===== config.mk =====
export PLATFORM = sky130hd
export DESIGN_NAME = mvw_ram
export DESIGN_NICKNAME = d
export VERILOG_FILES = /design/src/rtl/mvw_ram.sv
export SDC_FILE = /design/constraint.sdc
export NUM_CORES = 1
export LEC_CHECK = 0
export ABC_AREA = 1
export BUFFER_PORTS_ARGS = -buffer_cell sky130_fd_sc_hd__buf_2
export CAP_MARGIN = 20
export CORE_UTILIZATION = 45
export DETAILED_ROUTE_END_ITERATION = 12
export SLEW_MARGIN = 20
export SYNTH_ARGS = -nofsm -noshare
export SYNTH_HDL_FRONTEND = slang
export SYNTH_SLANG_ARGS = --single-unit

===== constraint.sdc =====
create_clock -name clk_i -period 1.3 [get_ports clk_i]
set_clock_uncertainty 0.2 [all_clocks]
set_input_delay 0.065 -clock clk_i [delete_from_list [all_inputs] [get_ports clk_i]]
set_output_delay 0.065 -clock clk_i [all_outputs]
set_load 0.1 [all_outputs]

===== src/rtl/mvw_ram.sv =====
// generic single-port-write, single-port-read ram with registered read data
// no dependencies
module mvw_ram #(
  parameter int WIDTH = 8,
  parameter int DEPTH = 16
) (
  input  logic                     clk_i,
  input  logic                     wr_en_i,
  input  logic [$clog2(DEPTH)-1:0] wr_addr_i,
  input  logic [WIDTH-1:0]         wr_data_i,
  input  logic                     rd_en_i,
  input  logic [$clog2(DEPTH)-1:0] rd_addr_i,
  output logic [WIDTH-1:0]         rd_data_o
);

  logic [WIDTH-1:0] mem_q [DEPTH];
  logic [WIDTH-1:0] rd_data_q;

  always_ff @(posedge clk_i) begin
    if (wr_en_i) begin
      mem_q[wr_addr_i] <= wr_data_i;
    end
    if (rd_en_i) begin
      rd_data_q <= mem_q[rd_addr_i];
    end
  end

  assign rd_data_o = rd_data_q;

endmodule


==> impl_metrics.csv, run 1 <==
group,metric,value,unit
job,cap_violations,0,
setup_path,arrival,1100,ps
setup_path,crit_path_end_kind,"primary output",
layout,fin_nets,628,
pwr,peakVddDrop,0.848,mV
die,start_util,0.463,
synthesis,ys_seq_elements,136,
pwr,p_per_area,1360,nW/um2
routing,drtPass1Iterations,4,
global_route,grt_pass1_wl,21000,um
layout,final_common_cell,"nand2_1",
synthesis,avgSynthCellArea,10.6,um2
die,ios,27,
sta,setup_ws,-67.8,ps
routing,drc,0,
routing,ant_nets,0,
setup_path,required,1030,ps
clock_tree,htree_levels,4,
setup_path,crit_type,"reg -> out",
sta,worst_slew_pin_slew,719,ps
routing,totalWireLength,13700,um
global_route,first_global_vias,3830,
die,die_area,13500,um2
global_route,antenna_found_initial,0,
layout,diodes,0,
clock_tree,cts_buffer_depth,2,
routing,wire_per_inst,17.3,um
outcome,violations,"setup timing",
sta,hold_violations,0,
synthesis,synth-seq-area-share,0.698,
setup_path,slowest_delay,470,ps
pwr,finalPower,9.91,mW
setup_path,path_max_fanout,1,
sta,relSlewSlack,0.520,
layout,drive_above_1_share,0.207,
synthesis,synth.net_count,570,
global_route,grt_usage,0.225,
sta,rsz0062_at_grt,"yes",
synthesis,synth_warnings,0,
sta,setup_viol,6,
sta,period_share,1.05,
setup_path,r2r-start,"mem_q[3][2]",
synthesis,syn-cell-area,5850,um2
clock_tree,cts_tree,"built",
clock_tree,clkTransAtPathRegs,50,ps
placed_design,dp_hpwl,8470,um
min_path,hold_class,"in -> reg",
setup_path,r2r_end,"rd_data_o[2]",
sta,fmax,0.731,GHz
placed_design,io_buffers,26,
placed_design,gp_congestion,0.860,
setup_path,crit_family,"flip-flops",
sta,fin_tns_setup,-295,ps
global_route,grt_max_degree,38,
setup_path,critPathBufInv,1,
routing,vias_per_cell,4.99,
die,core,12600,um2
setup_path,cp.depth,1,
layout,area_growth,24.4,%
die,die_x,116,um
min_path,hold_depth,5,
layout,final_cell_mix,"nand2_1 (170), edfxtp_1 (136), inv_1 (100), nand3_2 (52), nand3_1 (44)",
outcome,status,"complete, but fails checks",
clock_tree,clk_latency,420,ps
sta,slew_violations,0,
clock_tree,numCtsBuffers,17,
synthesis,ys_types,11,
die,die_h,116,um
pwr,p_leak,3.12,nW
setup_path,worst-r2r-setup-slack,10,ps
clock_tree,clock_sinks,136,
min_path,min_delay_worst_endpoint,"rd_data_o[5]",
global_route,grt_overflow,0,
setup_path,reg2reg_depth,6,
synthesis,netlist_instances,551,
setup_path,path_cells,"buf_12",
clock_tree,cts_setup_buffers,0,
die,row_count,41,
routing,vias,3964,
sta,period_needed,1370,ps
setup_path,slowest_stage,"edfxtp_1",
min_path,hold_path.startpoint,"rd_addr_i[2]",
clock_tree,root_buffer,"clkbuf_16",
routing,drt-initial-drc-count,297,
setup_path,worst_setup_path_start_kind,"flop",
sta,whs,45.1,ps
-- area by class of cell --
class / instances / area, um2
fillers: 1095 / 5350
clock buffers: 24 / 452
clock inverters: 8 / 31.3
inverters: 102 / 383
multi-input cells: 289 / 1490
repair buffers: 63 / 616
flip-flops and latches: 136 / 4080
well taps: 172 / 215
-- cells by family (layout without fill, tap and decap cells) --
kind of cell / after synthesis / count (layout) / synth area share
buf+inv: 126 / 197 / 0.0939
flops: 136 / 136 / 0.698
simple gates: 289 / 289 / 0.208
-- how the worst max path moves through the flow --
stage | start | to | slack (ps)
after floorplan | wr_addr_i[3] | mem_q[4][0] | 80
after global placement | rd_addr_i[0] | rd_data_o[6] | -240
after detailed placement | rd_addr_i[0] | rd_data_o[3] | -270
after CTS | rd_data_o[4] | rd_data_o[4] | -90
after global routing | rd_data_o[4] | rd_data_o[4] | -90
final | rd_data_o[3] | rd_data_o[3] | -70
-- cell usage after synthesis, drive strengths merged --
master | instances | area share
nand2 | 173 | 0.11
edfxtp | 136 | 0.70
inv | 102 | 0.065
nand3 | 97 | 0.083
buf | 24 | 0.028
nor2 | 17 | 0.011
nand3b | 2 | 0.0026
-- through the flow --
step / area, um2 / setup slack, ps / utilization / std cells
3_3_place_gp: 6410 / -235 / 0.508 / 752
6_report: 7270 / -67.8 / 0.576 / 794
3_5_place_dp: 6410 / -269 / 0.508 / 752
5_1_grt: 7270 / -94.1 / 0.576 / 794
4_1_cts: 7050 / -85.6 / 0.559 / 794
2_1_floorplan: 5850 / 84.2 / - / 551
-- per-layer routing --
metal | GRT usage | vias up | part of all wire
li1 | - | 1898 | -
met1 | 0.290 | 1906 | 0.44
met2 | 0.367 | 139 | 0.48
met3 | 0.0664 | 21 | 0.063
met4 | 0.0726 | 0 | 0.015
met5 | 0 | - | 0
-- tightest hold or removal path, cell delays in order --
cell	delay [ps]
buf_2	130
buf_12	160
nand3_2	90
nand3_2	50
nand2_1	60
-- registers in the layout, summed over array words and instances, names as in the netlist --
name,cells
mem_q,128
rd_data_o,8
-- power by group --
group          switching [mW]  internal [mW]
clock network            1.60           2.38
logic                   0.632          0.310
registers              0.0451           4.95
-- timing repair --
action                                  CTS  global route
hold endpoints to repair                138             0
resized for setup                        11            46
pin swaps                                 2            31
endpoints found under the setup margin   15            16
hold buffers                             10             0
cloned                                    0             0
(Power assumes the default switching activity.)
==> run 2, diff against run 1 <==
BUFFER_PORTS_ARGS = -buffer_cell sky130_fd_sc_hd__buf_4   (was -buffer_cell sky130_fd_sc_hd__buf_2)
GPL_TIMING_DRIVEN = 0   (was not set)
==> impl_metrics.csv, run 2 (same netlist as run 1, synthesis figures left out) <==
group,metric,value,unit
outcome,status,"complete, but fails checks",
outcome,violations,"setup timing",
routing,highest_layer,"met4",
routing,drtPass1Iterations,5,
routing,met2_length,6600,um
die,die_x,116,um
sta,fmax,0.765,GHz
sta,worst_slew_pin_slew,783,ps
layout,fin_nets,623,
pwr,p_leak,3.09,nW
sta,slew_violations,0,
layout,final_cell_mix,"nand2_1 (154), edfxtp_1 (136), inv_1 (100), nand3_2 (51), nand3_1 (46)",
setup_path,path_cells,"nand2_1, nand2_2, nand2_2, nand3_1, nand3_2, nand2_2",
sta,period_needed,1310,ps
die,die_h,116,um
routing,ant_nets,0,
layout,top_register,"mem_q",
global_route,grt_pass1_wl,21700,um
global_route,grt_overflow,0,
clock_tree,cts_setup_buffers,0,
die,start_util,0.463,
global_route,grt_usage,0.231,
sta,setup_viol,2,
die,core,12600,um2
global_route,antenna_found_initial,0,
layout,area_growth,24.4,%
setup_path,required,1270,ps
setup_path,crit_path_end_kind,"flop",
clock_tree,cts_buffer_depth,2,
routing,vias,3913,
setup_path,worst_setup_path_start_kind,"flop",
global_route,grt_max_degree,17,
clock_tree,numCtsBuffers,17,
routing,dr_wl_met3,899,um
routing,wire_per_inst,17.9,um
setup_path,slowest_stage,"edfxtp_1",
setup_path,path_max_fanout,1,
pwr,p_per_area,1450,nW/um2
global_route,first_global_vias,3783,
sta,fin_tns_setup,-11.4,ps
placed_design,io_buffers,23,
min_path,hold_class,"in -> reg",
clock_tree,htree_levels,4,
routing,vias_per_cell,4.97,
sta,period_share,1.01,
placed_design,place_area,6230,um2
sta,setup_ws,-7.42,ps
routing,drc,0,
placed_design,dp_hpwl,9150,um
layout,final_common_cell,"nand2_1",
die,row_count,41,
layout,final_area,7270,um2
die,die_area,13500,um2
setup_path,slowest_delay,360,ps
routing,totalWireLength,14100,um
setup_path,arrival,1280,ps
sta,rsz0062_at_grt,"yes",
clock_tree,clk_latency,420,ps
die,ios,27,
layout,drive_above_1_share,0.252,
setup_path,crit_top_cell,"nand2_2",
pwr,peakVddDrop,0.862,mV
placed_design,gp_congestion,0.849,
sta,relSlewSlack,0.476,
clock_tree,root_buffer,"clkbuf_16",
clock_tree,cts_tree,"built",
clock_tree,clock_sinks,136,
layout,largest_reg_flops,128,
routing,wl_met1,6440,um
layout,diodes,0,
routing,drt-initial-drc-count,286,
setup_path,crit_type,"reg -> reg",
clock_tree,clkTransAtPathRegs,50,ps
sta,hold_violations,0,
job,cap_violations,0,
-- run 2: cell types whose count changed in the layout (fill, tap and decap cells not counted), moves of 2 or more --
cell / previous run / this run
nor2_2: 0 / 11
nand3_1: 44 / 46
buf_4: 22 / 19
clkinv_2: 1 / 5
nor2_1: 17 / 6
bufinv_16: 0 / 3
buf_12: 13 / 0
buf_2: 18 / 13
nand2_2: 3 / 19
clkinv_1: 7 / 3
clkbuf_1: 7 / 2
buf_6: 0 / 14
nand2_1: 170 / 154
-- run 2: critical path: cells and delay by family, from the launching register on --
kind             cells  cell delay (ps)
AND/OR/NAND/NOR      6              500
flip-flops           1              360
-- run 2: worst paths after layout --
| check | cells past startpoint | slack (ps) | to | startpoint |
|---|---|---|---|---|
| max | 6 | -7 | rd_data_o[0] | mem_q[2][0] |
| min reg2reg | 6 | 590 | rd_data_o[5] | mem_q[12][5] |
| min | 3 | 40 | mem_q[7][2] | wr_addr_i[1] |
| max reg2reg | 6 | -7 | rd_data_o[0] | mem_q[2][0] |
-- run 2: power by group --
group          leakage (nW)  total, mW  switching (mW)  internal [mW]
clock network         0.279       4.65            1.69           2.96
logic                  1.57      0.937           0.660          0.278
registers              1.24       4.97          0.0272           4.94
total                  3.09       10.6            2.38           8.18
-- run 2: layout make-up --
type	count	area [um2]
buffer	24	166
clock buffer	19	433
fill	1062	5350
inverter	102	383
timing repair buffer	34	313
multi-input combinational	289	1540
sequential	136	4080
tap	172	215
clock inverter	12	134
-- run 2: repair_timing --
action,in CTS,in global routing
endpoints found under the setup margin,23,77
endpoints found under the hold margin,139,0
resized for setup,17,72
pin swaps,3,26
hold buffers,11,0
cloned,0,0
-- run 2: per-stage QoR --
stage	hold WS (ps)	total power, mW	utilization	setup slack [ps]	std cells
after CTS	9.44	10.5	0.554	-3.46	788
after floorplan	-36.1	5.55	-	84.2	551
final	38.0	10.6	0.576	-7.42	788
after global routing	69.7	10.9	0.576	-52.4	788
after detailed placement	145	5.86	0.494	-529	746
after global placement	139	5.85	0.494	-489	746
-- run 2: layer usage --
layer / up-vias / global-route usage
met1: 1869 / 0.336
met3: 18 / 0.0361
met4: 0 / 0.0838
met2: 138 / 0.352
met5: - / 0
li1: 1888 / -
==> run 3, diff against run 2 <==
CAP_MARGIN = not set   (was 20)
PLACE_DENSITY = 0.72   (was not set)
==> impl_metrics.csv, run 3 (same netlist as run 1, synthesis figures left out) <==
group,metric,value,unit
global_route,antenna_found_initial,0,
routing,drt-initial-drc-count,449,
layout,fin_cells,789,
pwr,peakVddDrop,0.839,mV
layout,fin_nets,623,
global_route,grt_max_degree,17,
min_path,hold_depth,3,
sta,slew_violations,0,
placed_design,dp_hpwl,9180,um
sta,fmax,0.750,GHz
placed_design,gp_congestion,0.887,
sta,whs,40.7,ps
clock_tree,htree_levels,4,
die,die_h,116,um
setup_path,arrival,1300,ps
die,start_util,0.463,
setup_path,crit_path_end_kind,"flop",
pwr,combPwrFrac,0.085,
routing,drc,0,
routing,drtPass1Iterations,5,
setup_path,worst_setup_path_start_kind,"flop",
die,ios,27,
sta,rsz0062_at_grt,"yes",
layout,final_cell_mix,"nand2_1 (164), edfxtp_1 (136), inv_1 (100), nand3_1 (73), nand3_2 (23)",
job,cap_violations,0,
die,core,12600,um2
setup_path,reg2reg_depth,6,
pwr,power.net_switching,2.52,mW
pwr,pwr-share-clk,0.444,
layout,area_growth,21.8,%
outcome,status,"complete, but fails checks",
setup_path,crit_type,"reg -> reg",
die,die_x,116,um
die,die_area,13500,um2
sta,setup_ws,-32.5,ps
placed_design,io_buffers,23,
routing,totalWireLength,14300,um
sta,period_share,1.02,
sta,hold_violations,0,
routing,vias_per_cell,5.05,
sta,period_needed,1330,ps
clock_tree,cts_tree,"built",
sta,setup_viol,5,
clock_tree,cts_buffer_depth,2,
layout,largest_reg_flops,128,
pwr,switching_share,0.239,
layout,drive_above_1_share,0.196,
min_path,hold_class,"in -> reg",
die,row_count,41,
sta,relSlewSlack,0.456,
pwr,p_int,8.03,mW
layout,top_register,"mem_q",
clock_tree,clkTransAtPathRegs,60,ps
pwr,p_leak,3.04,nW
setup_path,path_max_fanout,1,
routing,wire_per_inst,18.2,um
global_route,grt_usage,0.234,
placed_design,dp.cells,746,
routing,ant_nets,0,
global_route,grt_pass1_wl,21800,um
layout,final_common_cell,"nand2_1",
layout,diodes,0,
global_route,first_global_vias,3892,
layout,utilization,0.564,
clock_tree,numCtsBuffers,17,
pwr,p_per_area,1480,nW/um2
setup_path,required,1270,ps
clock_tree,clock_sinks,136,
pwr,seqPwrFrac,0.471,
clock_tree,clk_latency,420,ps
sta,worst_slew_pin_slew,813,ps
global_route,grt_overflow,0,
sta,fin_tns_setup,-85.2,ps
clock_tree,cts_setup_buffers,0,
pwr,finalPower,10.5,mW
clock_tree,root_buffer,"clkbuf_16",
outcome,violations,"setup timing",
routing,vias,3981,
==> run 3: changes by cell type in the layout (fill, tap and decap cells not counted), sizes merged <==
cell / before / now
inv: 102 / 105
clkbuf: 19 / 17
bufinv: 3 / 2
clkinvlp: 1 / 2
==> run 3: area by class of cell <==
class                      count  area, um2
inverter                     102        383
clock inverter                15        153
sequential                   136       4080
buffer                        24        166
tap                          172        215
fill                        1070       5500
multi-input combinational    289       1380
timing repair buffer          34        313
clock buffer                  17        425
==> run 3: critical path: stages (launching register included) <==
cell and delay, ps:
edfxtp_1 380, nand2_1 80, nand2_1 60, nand2_1 100, nand3_1 70, nand3_1 90
nand2_1 90
==> run 3: routing by layer <==
layer | up-vias | GRT usage | part of all wire
met5 | - | 0 | 0
met4 | 0 | 0.0897 | 0.014
met3 | 18 | 0.0601 | 0.089
met2 | 178 | 0.369 | 0.48
met1 | 1888 | 0.311 | 0.42
li1 | 1897 | - | -
==> run 3: power by group through the flow <==
stage / logic (mW) / clock network, mW / registers (mW)
global route: 0.964 / 4.89 / 4.98
detailed placement: 0.801 / 0 / 5.06
finish: 0.897 / 4.68 / 4.97
CTS: 0.871 / 4.71 / 4.97
floorplan: 0.346 / 0 / 5.21
global placement: 0.785 / 0 / 5.05
==> run 3: repair_timing <==
action,CTS,global route
hold endpoints to repair,141,0
endpoints found under the setup margin,46,52
pin swaps,5,7
hold buffers,11,0
resized for setup,31,19
==> run 3: metrics by stage <==
stage	setup WS (ps)	instance area, um2
floorplan	84.2	5850
global placement	-441	6230
detailed placement	-480	6230
CTS	-37.5	7060
global route	-114	7120
finish	-32.5	7120
==> run 3: path summary, 6_finish.rpt <==
| check | from | endpoint | slack (ps) |
|---|---|---|---|
| worst max-delay path | mem_q[6][7] | rd_data_o[7] | -30 |
| worst min-delay path | wr_addr_i[1] | mem_q[6][7] | 40 |
| worst max register to register | mem_q[6][7] | rd_data_o[7] | -30 |
| worst min register to register | mem_q[12][5] | rd_data_o[5] | 560 |
